===== src/hdl/npem_pkg.sv =====
// ----------------------------------------------------------------------------
// npem_pkg: shared types and constants for the nearest polyline edge match
// Operation codes, field widths and the controller/datapath command bundle.
// ----------------------------------------------------------------------------
`default_nettype none
package npem_pkg;

    localparam int COORD_W          = 32;
    localparam int LEN_W            = 32;
    localparam int DEF_FRAC_BITS    = 16;
    localparam int DEF_ID_BITS      = 16;
    localparam int ID_PORT_W        = 16;
    localparam int T_FRAC           = 30;
    localparam int T_W              = T_FRAC + 1;
    localparam int WIDE_W           = 68;

    typedef enum logic [1:0] {
        OP_QUERY  = 2'd0,
        OP_VERTEX = 2'd1,
        OP_FINISH = 2'd2,
        OP_NONE   = 2'd3
    } op_t;

    // commands from the controller to the datapath
    typedef struct packed {
        logic load_query;   // op 0: clear search, store point
        logic load_edge;    // first vertex of edge
        logic load_vertex;  // store prev vertex
        logic seg_start;    // compute vectors from prev and new vertex
        logic div_start;    // start t division
        logic div_step;
        logic proj;         // compute projected point offsets
        logic dist_prep;    // form projected point
        logic sqrt_start;
        logic sqrt_step;
        logic sqrt_to_dist; // store root as distance
        logic sqrt_to_seg;  // store root as segment length
        logic along_mul;
        logic commit;       // compare and keep best, advance running sum
    } npem_cmd_t;

    typedef struct packed {
        logic seg_skip_div; // t settled without division
    } npem_stat_t;

endpackage
`default_nettype wire


===== src/hdl/npem_ctrl.sv =====
// ----------------------------------------------------------------------------
// npem_ctrl: sequencer for the edge matcher
// Decodes requests, steps the datapath through one segment, drives results.
// ----------------------------------------------------------------------------
`default_nettype none
module npem_ctrl (
    input  wire logic                 clk,
    input  wire logic                 rst_n,
    input  wire logic                 in_valid,
    output logic                      in_ready,
    input  wire logic [1:0]           operation,
    input  wire logic                 new_edge,
    input  wire logic                 edge_enabled,
    output npem_pkg::npem_cmd_t       cmd,
    input  wire npem_pkg::npem_stat_t stat,
    output logic                      emit,
    input  wire logic                 out_busy
);
    import npem_pkg::*;

    typedef enum logic [3:0] {
        S_IDLE, S_VEC, S_DIVSET, S_DIV, S_PROJ, S_PX, S_SQD, S_SQDRUN,
        S_SQS, S_SQSRUN, S_ALONG, S_ALMUL, S_COMMIT
    } state_t;

    state_t state_reg;
    logic [5:0] cnt_reg;
    logic have_prev_reg, enabled_reg;
    logic accept;
    op_t op;

    assign op = op_t'(operation);
    assign in_ready = (state_reg == S_IDLE) && !out_busy;
    assign accept = in_valid && in_ready;
    assign emit = accept && (op == OP_FINISH);

    always_comb
    begin
        cmd = '0;
        unique case (state_reg)
            S_IDLE:
            begin
                if (accept && op == OP_QUERY) cmd.load_query = 1'b1;
                if (accept && op == OP_VERTEX)
                begin
                    if (new_edge)
                    begin
                        cmd.load_edge = 1'b1;
                        cmd.load_vertex = 1'b1;
                    end
                    else if (have_prev_reg && enabled_reg)
                        cmd.seg_start = 1'b1;
                    else if (have_prev_reg)
                        cmd.load_vertex = 1'b1;
                end
            end
            S_VEC:    cmd.div_start = 1'b1;
            S_DIVSET: ;
            S_DIV:    cmd.div_step = 1'b1;
            S_PROJ:   cmd.proj = 1'b1;
            S_PX:     cmd.dist_prep = 1'b1;
            S_SQD:    cmd.sqrt_start = 1'b1;
            S_SQDRUN:
            begin
                cmd.sqrt_step = 1'b1;
            end
            S_SQS:
            begin
                cmd.sqrt_to_dist = 1'b1;
                cmd.sqrt_start = 1'b1;
            end
            S_SQSRUN: cmd.sqrt_step = 1'b1;
            S_ALONG:
            begin
                cmd.sqrt_to_seg = 1'b1;
            end
            S_ALMUL:  cmd.along_mul = 1'b1;
            S_COMMIT: cmd.commit = 1'b1;
            default: ;
        endcase
        if (state_reg == S_COMMIT) cmd.load_vertex = 1'b0;
    end

    // sequencer state and edge flags: the datapath takes x,y only at request time
    always_ff @(posedge clk or negedge rst_n)
    begin
        if (!rst_n)
        begin
            state_reg <= S_IDLE;
            cnt_reg <= '0;
            have_prev_reg <= 1'b0;
            enabled_reg <= 1'b0;
        end
        else
        begin
            unique case (state_reg)
                S_IDLE:
                begin
                    if (accept && op == OP_QUERY)
                    begin
                        have_prev_reg <= 1'b0;
                        enabled_reg <= 1'b0;
                    end
                    if (accept && op == OP_VERTEX && new_edge)
                    begin
                        have_prev_reg <= 1'b1;
                        enabled_reg <= edge_enabled;
                    end
                    if (cmd.seg_start) state_reg <= S_VEC;
                end
                S_VEC: state_reg <= S_DIVSET;
                S_DIVSET:
                begin
                    cnt_reg <= 6'd30;
                    state_reg <= stat.seg_skip_div ? S_PROJ : S_DIV;
                end
                S_DIV:
                begin
                    cnt_reg <= cnt_reg - 6'd1;
                    if (cnt_reg == 6'd1) state_reg <= S_PROJ;
                end
                S_PROJ: state_reg <= S_PX;
                S_PX: state_reg <= S_SQD;
                S_SQD:
                begin
                    cnt_reg <= 6'd34;
                    state_reg <= S_SQDRUN;
                end
                S_SQDRUN:
                begin
                    cnt_reg <= cnt_reg - 6'd1;
                    if (cnt_reg == 6'd1) state_reg <= S_SQS;
                end
                S_SQS:
                begin
                    cnt_reg <= 6'd34;
                    state_reg <= S_SQSRUN;
                end
                S_SQSRUN:
                begin
                    cnt_reg <= cnt_reg - 6'd1;
                    if (cnt_reg == 6'd1) state_reg <= S_ALONG;
                end
                S_ALONG: state_reg <= S_ALMUL;
                S_ALMUL: state_reg <= S_COMMIT;
                S_COMMIT: state_reg <= S_IDLE;
                default: state_reg <= S_IDLE;
            endcase
        end
    end

    assert property (@(posedge clk) disable iff (!rst_n) accept |-> state_reg == S_IDLE)
        else $error("request taken while busy");
    assert property (@(posedge clk) disable iff (!rst_n)
        state_reg == S_COMMIT |=> state_reg == S_IDLE)
        else $error("commit did not return to idle");
    assert property (@(posedge clk) disable iff (!rst_n)
        state_reg == S_DIV |-> cnt_reg != 6'd0)
        else $error("divider count underflow");

endmodule
`default_nettype wire


===== config.mk =====
export PLATFORM = sky130hd
export DESIGN_NAME = npem_ctrl
export DESIGN_NICKNAME = d
export VERILOG_FILES = /design/src/hdl/npem_pkg.sv /design/src/hdl/npem_ctrl.sv
export SDC_FILE = /design/constraint.sdc
export NUM_CORES = 1
export LEC_CHECK = 0
export CAP_MARGIN = 20
export CORE_MARGIN = 2
export CORE_UTILIZATION = 50
export CTS_CLUSTER_SIZE = 20
export DETAILED_ROUTE_END_ITERATION = 7
export DONT_BUFFER_PORTS = 1
export HOLD_SLACK_MARGIN = 0.03
export PLACE_DENSITY = 0.74
export SLEW_MARGIN = 20
export SYNTH_ARGS = -nofsm -noshare
export SYNTH_HDL_FRONTEND = slang
export SYNTH_SLANG_ARGS = --single-unit

===== constraint.sdc =====
create_clock -name clk -period 1.4 [get_ports clk]
set_input_delay 0 -clock clk [delete_from_list [all_inputs] [get_ports clk]]
set_output_delay 0 -clock clk [all_outputs]
set_load 0.01 [all_outputs]

==> results of run 1 <==
## cells in the final DEF, fill, tap and decap left out, types with 3 or more instances in the layout
master | netlist | routed
buf_4 | 0 | 18
nor2_4 | 0 | 9
nor2_1 | 21 | 9
nand2_1 | 9 | 8
buf_6 | 1 | 8
o21ai_1 | 8 | 7
dfrtp_2 | 0 | 7
dlygate4sd3_1 | 0 | 7
dfrtp_1 | 12 | 5
inv_1 | 5 | 4
nor3b_4 | 0 | 4
a21oi_1 | 5 | 4
nor2_2 | 0 | 3
nand3b_1 | 3 | 3
nand3_1 | 4 | 3
o21ai_0 | 3 | 3
clkbuf_4 | 0 | 3
## worst max path at each step
| stage | endpoint | cells after the start |
|---|---|---|
| 6_report | emit | 5 |
| 5_1_grt | emit | 5 |
| 4_1_cts | cmd[13] | 6 |
| 3_5_place_dp | enabled_reg | 4 |
| 3_3_place_gp | enabled_reg | 4 |
| 2_1_floorplan | have_prev_reg | 4 |
## kinds of logic after synthesis
group / share of synthesized area
AO/OA/AOI/OAI: 0.217
adder cells (fa/ha/maj): 0.0268
buffers and inverters: 0.0617
flip-flops: 0.322
multiplexers: 0.0228
AND/OR/NAND/NOR: 0.349
## power by group
group / switching (mW) / leakage [nW] / total [mW] / internal (mW)
Sequential: 0.242 / 0.132 / 0.743 / 0.501
Clock: 0.137 / 0.0210 / 0.295 / 0.158
Combinational: 1.03 / 0.452 / 1.90 / 0.869
Total: 1.41 / 0.606 / 2.94 / 1.53
## metal layers
metal,up-vias,global-route usage,wire (um)
met5,-,0,0
met4,0,0.133,166
met2,86,0.466,1750
met1,546,0.368,1290
li1,489,-,-
met3,25,0.0462,317
## metrics by stage
stage          worst slack (ps)  total power [mW]  utilization
2_1_floorplan              62.5              1.50            -
3_3_place_gp               45.4              1.84        0.588
3_5_place_dp               26.2              1.86        0.588
4_1_cts                    -192              2.37        0.730
5_1_grt                    -356              3.11        0.875
6_report                   -311              2.94        0.875
## layout make-up
class	count	area, um2
multi-input combinational	94	816
fill	77	218
clock buffer	4	36.3
sequential	12	309
timing repair buffer	34	310
tap	25	31.3
inverter	6	25.0
## worst reg2reg max path: stages (launching register included)
cell,delay [ps]
dfrtp_2,430
buf_6,130
nor4_4,300
buf_6,180
nand2_4,60
buf_4,160
o22ai_1,120
a22o_1,140
## timing repair
item,CTS,global route
pin swaps,9,15
setup endpoints to repair,13,27
hold buffers,5,2
setup buffers,9,6
cloned,0,0
resized for setup,25,44
hold endpoints to repair,18,2
==> flow_metrics.py, run 1 <==
metrics = {
    "outcome": {
        "run_status": "complete, but fails checks",
        "violations": "negative setup slack",
    },
    "hold_path": {
        "hp-class": "in -> reg",
        "whs_endpoint": "have_prev_reg",
        "hp-start": "operation[1]",
        "hold_depth": 3,
    },
    "logic_synthesis": {
        "ys_ff_latch": 12,
        "synth_cell_types": 38,
        "synth_most_common_cell": "nor2_1",
        "synth_top_area_share": 0.322,
        "syn_avg_cell_area_um2": 7.90,
        "async_flop_share": 1.00,
        "synth_top_cell_by_area": "dfrtp_1",
        "synth_area_leaders": "dfrtp_1, nor2_1, o21ai_1, nor3b_1, nand2_1",
        "synth-edff-count": 0,
        "synth_area_um2": 932,
        "syn-num-nets": 129,
        "yosys-top-cells-count": "nor2_1, dfrtp_1, nand2_1",
        "yosysWarnings": 0,
        "ys_seq_area_frac": 0.322,
        "synth_cells": 118,
        "ys.flop_type": "dfrtp_1",
    },
    "power": {
        "ir_drop_uv": 1600,
        "p_per_area_nw_per_um2": 1920,
        "p_leak_nw": 0.606,
    },
    "routing": {
        "num_vias": 1146,
        "ant_nets": 0,
        "route.detailed.drc": 0,
        "drtIter0Drc": 63,
        "routed_via_density": 6.55,
        "first_pass_iters": 4,
        "post_drt_wl_per_cell_um": 20.1,
        "drt-total-wl_um": 3520,
    },
    "finish": {
        "drive_above_1_share": 0.500,
        "diodes": 0,
        "fin_cells": 175,
        "fin_area_um2": 1530,
        "largest_reg_flops": 6,
        "syn_to_final_growth_pct": 63.9,
        "nets": 162,
    },
    "die": {
        "die_y_um": 47.2,
        "rows": 15,
        "initial_core_util": 0.534,
        "die_area_um2": 2230,
        "coreArea_um2": 1750,
        "io_pins": 25,
        "die_w_um": 47.2,
    },
    "clock_network": {
        "max-clock-path-buffers": 2,
        "cts_sinks": 12,
        "clock_latency_ps": 280,
        "clockRootBuffer": "clkbuf_4",
        "h-tree-depth": 1,
        "cts_buffers": 3,
        "clk_transition_reported_paths_ps": 100,
        "tritoncts": "built",
    },
    "grt": {
        "gr-total-overflow": 0,
        "grt_usage": 0.285,
        "grt_pass1_vias": 974,
        "grt_max_degree": 13,
        "antenna_found_initial": 0,
        "grt_pass1_wl_um": 4370,
    },
    "critical_path": {
        "end_kind": "output pin",
        "cp_max_fo": 3,
        "cp_cell_sequence": "buf_6, nor4_4, nand3b_1, nor3b_2, buf_4",
        "timing.rr.end": "enabled_reg",
        "start_kind": "register",
        "crit_start": "state_reg[2]",
        "cp.required_ps": 1400,
        "cpLargestDelayFamily": "simple AND/OR/NAND/NOR gates",
        "arrival_ps": 1710,
        "cp_slowest_stage_delay_ps": 430,
        "r2r_slack_ps": -180,
        "slowest_stage": "dfrtp_2",
        "worstSetupPathType": "reg -> out",
        "crit_buf_inv": 2,
        "timing.rr.start": "state_reg[2]",
        "rr_worst_depth": 7,
    },
    "place": {
        "dp.cells": 150,
        "dp_hpwl_um": 1570,
        "post_dp_cell_area_um2": 1030,
        "portBuffers": 0,
        "place_congestion": 0.851,
    },
    "sta": {
        "fmax_mhz": 584,
        "hold_viol_final": 0,
        "period_needed_ps": 1710,
        "slew_viol_final": 0,
        "tns_ps": -2230,
        "tightest_slew_ps": 601,
        "fin_skew_ps": 12.3,
        "relSlewSlack": 0.598,
        "hold_ws_ps": 61.5,
        "postLayoutSetupSlackWorst_ps": -311,
        "final.period_utilization": 1.22,
        "finalSetupViolations": 17,
        "rsz0062_at_grt": "true",
    },
    "job": {
        "maxCapViolations": 0,
    },
}
No activity file was read; power rests on OpenSTA's default activity.
==> inputs of run 2 (changes only) <==
ABC_AREA = 1   (was unset)
CAP_MARGIN = unset   (was 20)
==> run 2 against run 1 <==
- the flow still finishes with violations (negative setup slack)
- clock skew is 11 ps lower
- clock-buffer cell count stayed put
- worst setup slack improved by 230 ps
- routed wire length fell by 28%
- synthesized cell count up 16%
- critical path depth up 1
- sequential cell count unchanged
- die area down 0.72%
- design area is 13% lower
- critical path type unchanged
- critical endpoint unchanged
- largest cell class unchanged
- highest routed layer unchanged
==> flow_metrics.py, run 2 <==
metrics = {
    "logic_synthesis": {
        "synth_cell_types": 25,
        "synth-edff-count": 0,
        "syn_avg_cell_area_um2": 6.75,
        "synth_most_common_cell": "nand2_1",
        "synth_cells": 137,
        "yosysWarnings": 0,
        "synth_top_cell_by_area": "dfrtp_1",
        "syn-num-nets": 148,
        "ys_ff_latch": 12,
        "synth_top_area_share": 0.325,
        "yosys-top-cells-count": "nand2_1, inv_1, nor2_1",
        "synth_area_um2": 925,
        "ys.flop_type": "dfrtp_1",
        "async_flop_share": 1.00,
        "ys_seq_area_frac": 0.325,
        "synth_area_leaders": "dfrtp_1, nand2_1, inv_1, nor2_1, nand3_1",
    },
    "sta": {
        "fin_skew_ps": 0.939,
        "slew_viol_final": 0,
        "period_needed_ps": 1480,
        "fmax_mhz": 675,
        "final.period_utilization": 1.06,
        "hold_viol_final": 0,
        "finalSetupViolations": 9,
        "rsz0062_at_grt": "true",
        "relSlewSlack": 0.643,
        "postLayoutSetupSlackWorst_ps": -81.7,
        "tightest_slew_ps": 534,
        "hold_ws_ps": 66.1,
    },
    "finish": {
        "nets": 185,
        "drive_above_1_share": 0.341,
        "final_cell_mix": "nand2_1, buf_4, inv_1, nor2_1",
        "final_common_cell": "nand2_1",
        "diodes": 0,
        "largest_reg_flops": 6,
        "syn_to_final_growth_pct": 44.4,
        "fin_area_um2": 1340,
    },
    "power": {
        "pwr-share-seq": 0.359,
        "combPwrFrac": 0.452,
        "p_leak_nw": 0.723,
        "ir_drop_uv": 763,
        "switching_power_mw": 0.552,
        "swShare": 0.393,
        "p_per_area_nw_per_um2": 1050,
        "clkPwrFrac": 0.189,
        "internal_power_mw": 0.854,
    },
    "clock_network": {
        "h-tree-depth": 1,
        "max-clock-path-buffers": 2,
        "clockRootBuffer": "clkbuf_4",
        "tritoncts": "built",
        "clk_transition_reported_paths_ps": 70,
        "clock_latency_ps": 270,
        "cts_sinks": 12,
        "cts_buffers": 3,
    },
    "routing": {
        "num_vias": 1046,
        "first_pass_iters": 4,
        "route.detailed.drc": 0,
        "post_drt_wl_per_cell_um": 12.7,
        "drtIter0Drc": 39,
        "ant_nets": 0,
        "drt-total-wl_um": 2520,
        "routed_via_density": 5.28,
    },
    "die": {
        "die_area_um2": 2210,
        "rows": 15,
        "die_w_um": 47.0,
        "coreArea_um2": 1730,
        "die_y_um": 47.0,
        "initial_core_util": 0.536,
        "io_pins": 25,
    },
    "critical_path": {
        "start_kind": "register",
        "worstSetupPathType": "reg -> out",
        "cpLargestDelayFamily": "simple AND/OR/NAND/NOR gates",
        "cp_slowest_stage_delay_ps": 450,
        "cp_common_cell": "nor2_4",
        "slowest_stage": "dfrtp_2",
        "end_kind": "output pin",
        "cp.required_ps": 1400,
        "cp_max_fo": 4,
        "cp_cell_sequence": "nor2_4, nand2_4, buf_4, nor2_4, nand2_1, nor3_4",
        "arrival_ps": 1480,
        "crit_buf_inv": 1,
    },
    "place": {
        "place_congestion": 0.877,
        "dp_hpwl_um": 1630,
        "post_dp_cell_area_um2": 1040,
        "pre_cts_slack_ps": 7.84,
        "portBuffers": 0,
    },
    "grt": {
        "grt_max_degree": 13,
        "grt_pass1_wl_um": 3710,
        "gr-total-overflow": 0,
        "grt_pass1_vias": 897,
        "antenna_found_initial": 0,
        "grt_usage": 0.239,
    },
    "outcome": {
        "violations": "negative setup slack",
        "run_status": "complete, but fails checks",
    },
    "hold_path": {
        "hp-class": "in -> reg",
    },
    "job": {
        "maxCapViolations": 0,
    },
}
[run 2: tightest hold or removal path: stages]
cell and delay, ps:
inv_1 50, nand3_1 110, nand3_1 80, nand2_1 60
[run 2: area by class of cell]
cell class	count	area, um2
timing repair buffer	32	267
clock buffer	4	36.3
sequential	12	305
fill	125	392
multi-input combinational	100	602
inverter	25	93.8
tap	25	31.3
[run 2: through the flow]
stage	setup TNS (ps)	utilization	power, mW	instances
6_report	-332	0.773	1.41	198
2_1_floorplan	0	-	0.894	137
3_3_place_gp	0	0.601	0.983	173
4_1_cts	-99.5	0.706	1.34	189
5_1_grt	-1350	0.773	1.52	198
3_5_place_dp	0	0.601	1.00	173
[run 2: kinds of logic after synthesis]
family | count (synthesis) | share of synthesized area
adder cells (fa/ha/maj) | 2 | 0.0271
AO/OA/AOI/OAI | 16 | 0.111
XOR/XNOR | 2 | 0.0189
buffers and inverters | 25 | 0.101
flip-flops | 12 | 0.325
AND/OR/NAND/NOR | 80 | 0.417
[run 2: path summary, 6_finish.rpt]
kind	startpoint	cells past startpoint	end	slack (ps)
worst min-delay path	operation[1]	4	enabled_reg	70
worst min register to register	cnt_reg[3]	2	cnt_reg[3]	500
max in group asynchronous	rst_n	1	state_reg[0]	870
min in group asynchronous	rst_n	1	cnt_reg[5]	150
worst max register to register	state_reg[3]	8	state_reg[2]	-20
worst max-delay path	state_reg[3]	6	emit	-80
[run 2: power by group through the flow]
stage | clock, mW | combinational (mW) | sequential (mW)
final | 0.265 | 0.635 | 0.505
after global routing | 0.296 | 0.711 | 0.513
after CTS | 0.275 | 0.563 | 0.502
after detailed placement | 0 | 0.499 | 0.503
after global placement | 0 | 0.482 | 0.501
after floorplan | 0 | 0.405 | 0.490
[run 2: timing repair]
action / in CTS / in global routing
pin swaps: 2 / 1
hold buffers: 8 / 1
endpoints found under the setup margin: 11 / 17
endpoints found under the hold margin: 16 / 1
gates resized for setup: 11 / 13
buffers inserted: 4 / 8
[run 2: metal layers]
layer / vias to the layer above / global-route usage / share of wire
li1: 504 / - / -
met1: 496 / 0.269 / 0.39
met2: 40 / 0.449 / 0.55
met3: 6 / 0.0731 / 0.049
met4: 0 / 0.0333 / 0.0091
met5: - / 0 / 0
==> inputs of run 3 (changes only) <==
CORE_MARGIN = unset   (was 2)
PLACE_DENSITY = 0.64   (was 0.74)
==> run 3 against run 2 <==
- the run ends with negative hold slack, negative setup slack left
- sequential cell count is the same
- hold slack lost 69 ps
- critical path depth is the same
- highest routed layer unchanged
- combinational power grew 7.2%
- first-iteration DRC count shrank 54%
- non-clock buffer count shrank 4
- design area grew 1.0%
- routed wire length grew 1.9%
- register-to-register slack is essentially flat
- clock power grew 3%
- cell count shrank 2.0%
==> flow_metrics.py, run 3 (synthesis gave the netlist of run 2 again) <==
metrics = {
    "critical_path": {
        "arrival_ps": 1510,
        "cp_max_fo": 4,
        "cp.required_ps": 1400,
        "start_kind": "register",
        "end_kind": "output pin",
        "worstSetupPathType": "reg -> out",
    },
    "grt": {
        "gr-total-overflow": 0,
        "grt_usage": 0.258,
        "antenna_found_initial": 0,
        "grt_pass1_vias": 926,
        "grt_max_degree": 13,
        "grt_pass1_wl_um": 3820,
    },
    "finish": {
        "final_common_cell": "nand2_1",
        "nets": 181,
        "final_cell_mix": "nand2_1, inv_1, buf_4, nor2_1",
        "largest_reg_flops": 6,
        "fin_cells": 194,
        "fin_area_um2": 1350,
        "syn_to_final_growth_pct": 45.9,
        "utilization": 0.781,
        "drive_above_1_share": 0.396,
        "diodes": 0,
    },
    "sta": {
        "rsz0062_at_grt": "true",
        "postLayoutSetupSlackWorst_ps": -108,
        "hold_ws_ps": -2.51,
        "fmax_mhz": 663,
        "period_needed_ps": 1510,
        "final.period_utilization": 1.08,
        "fin_skew_ps": 6.49,
        "slew_viol_final": 0,
        "finalSetupViolations": 5,
        "relSlewSlack": 0.602,
        "hold_viol_final": 1,
        "tightest_slew_ps": 595,
    },
    "routing": {
        "drt-total-wl_um": 2560,
        "route.detailed.drc": 0,
        "ant_nets": 0,
        "drtIter0Drc": 18,
        "first_pass_iters": 4,
        "post_drt_wl_per_cell_um": 13.2,
        "num_vias": 1012,
        "routed_via_density": 5.22,
    },
    "die": {
        "initial_core_util": 0.536,
        "io_pins": 25,
        "die_area_um2": 2030,
        "rows": 15,
        "coreArea_um2": 1730,
        "die_w_um": 45.0,
        "die_y_um": 45.0,
    },
    "clock_network": {
        "tritoncts": "built",
        "clock_latency_ps": 270,
        "cts_sinks": 12,
        "clockRootBuffer": "clkbuf_4",
        "h-tree-depth": 1,
        "cts_buffers": 3,
        "clk_transition_reported_paths_ps": 80,
        "max-clock-path-buffers": 2,
    },
    "power": {
        "ir_drop_uv": 811,
        "p_per_area_nw_per_um2": 1080,
        "p_leak_nw": 0.727,
    },
    "job": {
        "maxCapViolations": 0,
    },
    "place": {
        "place_congestion": 0.966,
        "dp.cells": 172,
        "portBuffers": 0,
        "post_dp_cell_area_um2": 1030,
        "dp_hpwl_um": 1650,
    },
    "hold_path": {
        "hp-class": "in -> reg",
    },
    "outcome": {
        "violations": "negative hold slack, negative setup slack",
        "run_status": "complete, but fails checks",
    },
}
## run 3: cell count changes in the layout (fill, tap and decap cells not counted), moves of 2 or more
cell,previous run,this run
buf_4,22,17
buf_6,1,5
inv_1,21,17
dlygate4sd3_1,9,6
a21oi_1,6,4
a21oi_2,0,2
inv_2,4,6
inv_4,0,2
nand2_2,6,4
nand2_4,3,5
nor2_1,14,12
nor2_4,6,8
## run 3: final timing paths
check                              from      endpoint  slack [ps]  depth (start not counted)
setup / recovery           state_reg[0]       cmd[12]        -110                          6
hold / removal                     stat  state_reg[0]          -3                          3
setup reg to reg           state_reg[0]   enabled_reg         -20                          7
hold reg to reg              cnt_reg[3]    cnt_reg[3]         510                          2
max in group asynchronous         rst_n  state_reg[1]         810                          1
min in group asynchronous         rst_n   enabled_reg         170                          1
## run 3: area by class of cell
cell class / instances / area, um2
fill: 123 / 378
timing repair buffer: 28 / 244
multi-input combinational: 100 / 633
tap: 25 / 31.3
inverter: 25 / 98.8
sequential: 12 / 305
clock buffer: 4 / 36.3
## run 3: power breakdown
part,internal (mW),total (mW),switching [mW]
registers,0.432,0.500,0.0672
clock network,0.158,0.273,0.115
logic,0.283,0.681,0.398
total,0.873,1.45,0.580
## run 3: per-stage QoR
stage	hold slack [ps]	worst slack, ps	setup TNS [ps]	total power, mW
after floorplan	-296	84.7	0	0.894
final	-2.51	-108	-249	1.45
after detailed placement	-295	5.47	0	0.988
after global placement	-295	42.9	0	0.975
after global routing	39.9	-150	-523	1.58
after CTS	39.8	-47.2	-47.2	1.35
## run 3: what timing repair did
action / 4_1_cts / 5_1_grt
pin swaps: 3 / 7
endpoints found under the setup margin: 10 / 19
hold endpoints to repair: 16 / 0
hold buffers: 6 / 0
buffers inserted: 8 / 4
resized for setup: 12 / 31
## run 3: critical path, cell delays in order (launching register included)
cell and delay (ps):
dfrtp_2 450, nor2_4 170, nand2_4 90, nor3_4 180
nand3_2 150, inv_2 90, buf_6 100
## run 3: per-layer routing
metal  vias to the layer above  wire length, um  track usage
met1                       476             1120        0.338
li1                        493                -            -
met5                         -                0            0
met4                         0               37       0.0788
met3                         4              127       0.0440
met2                        39             1280        0.432
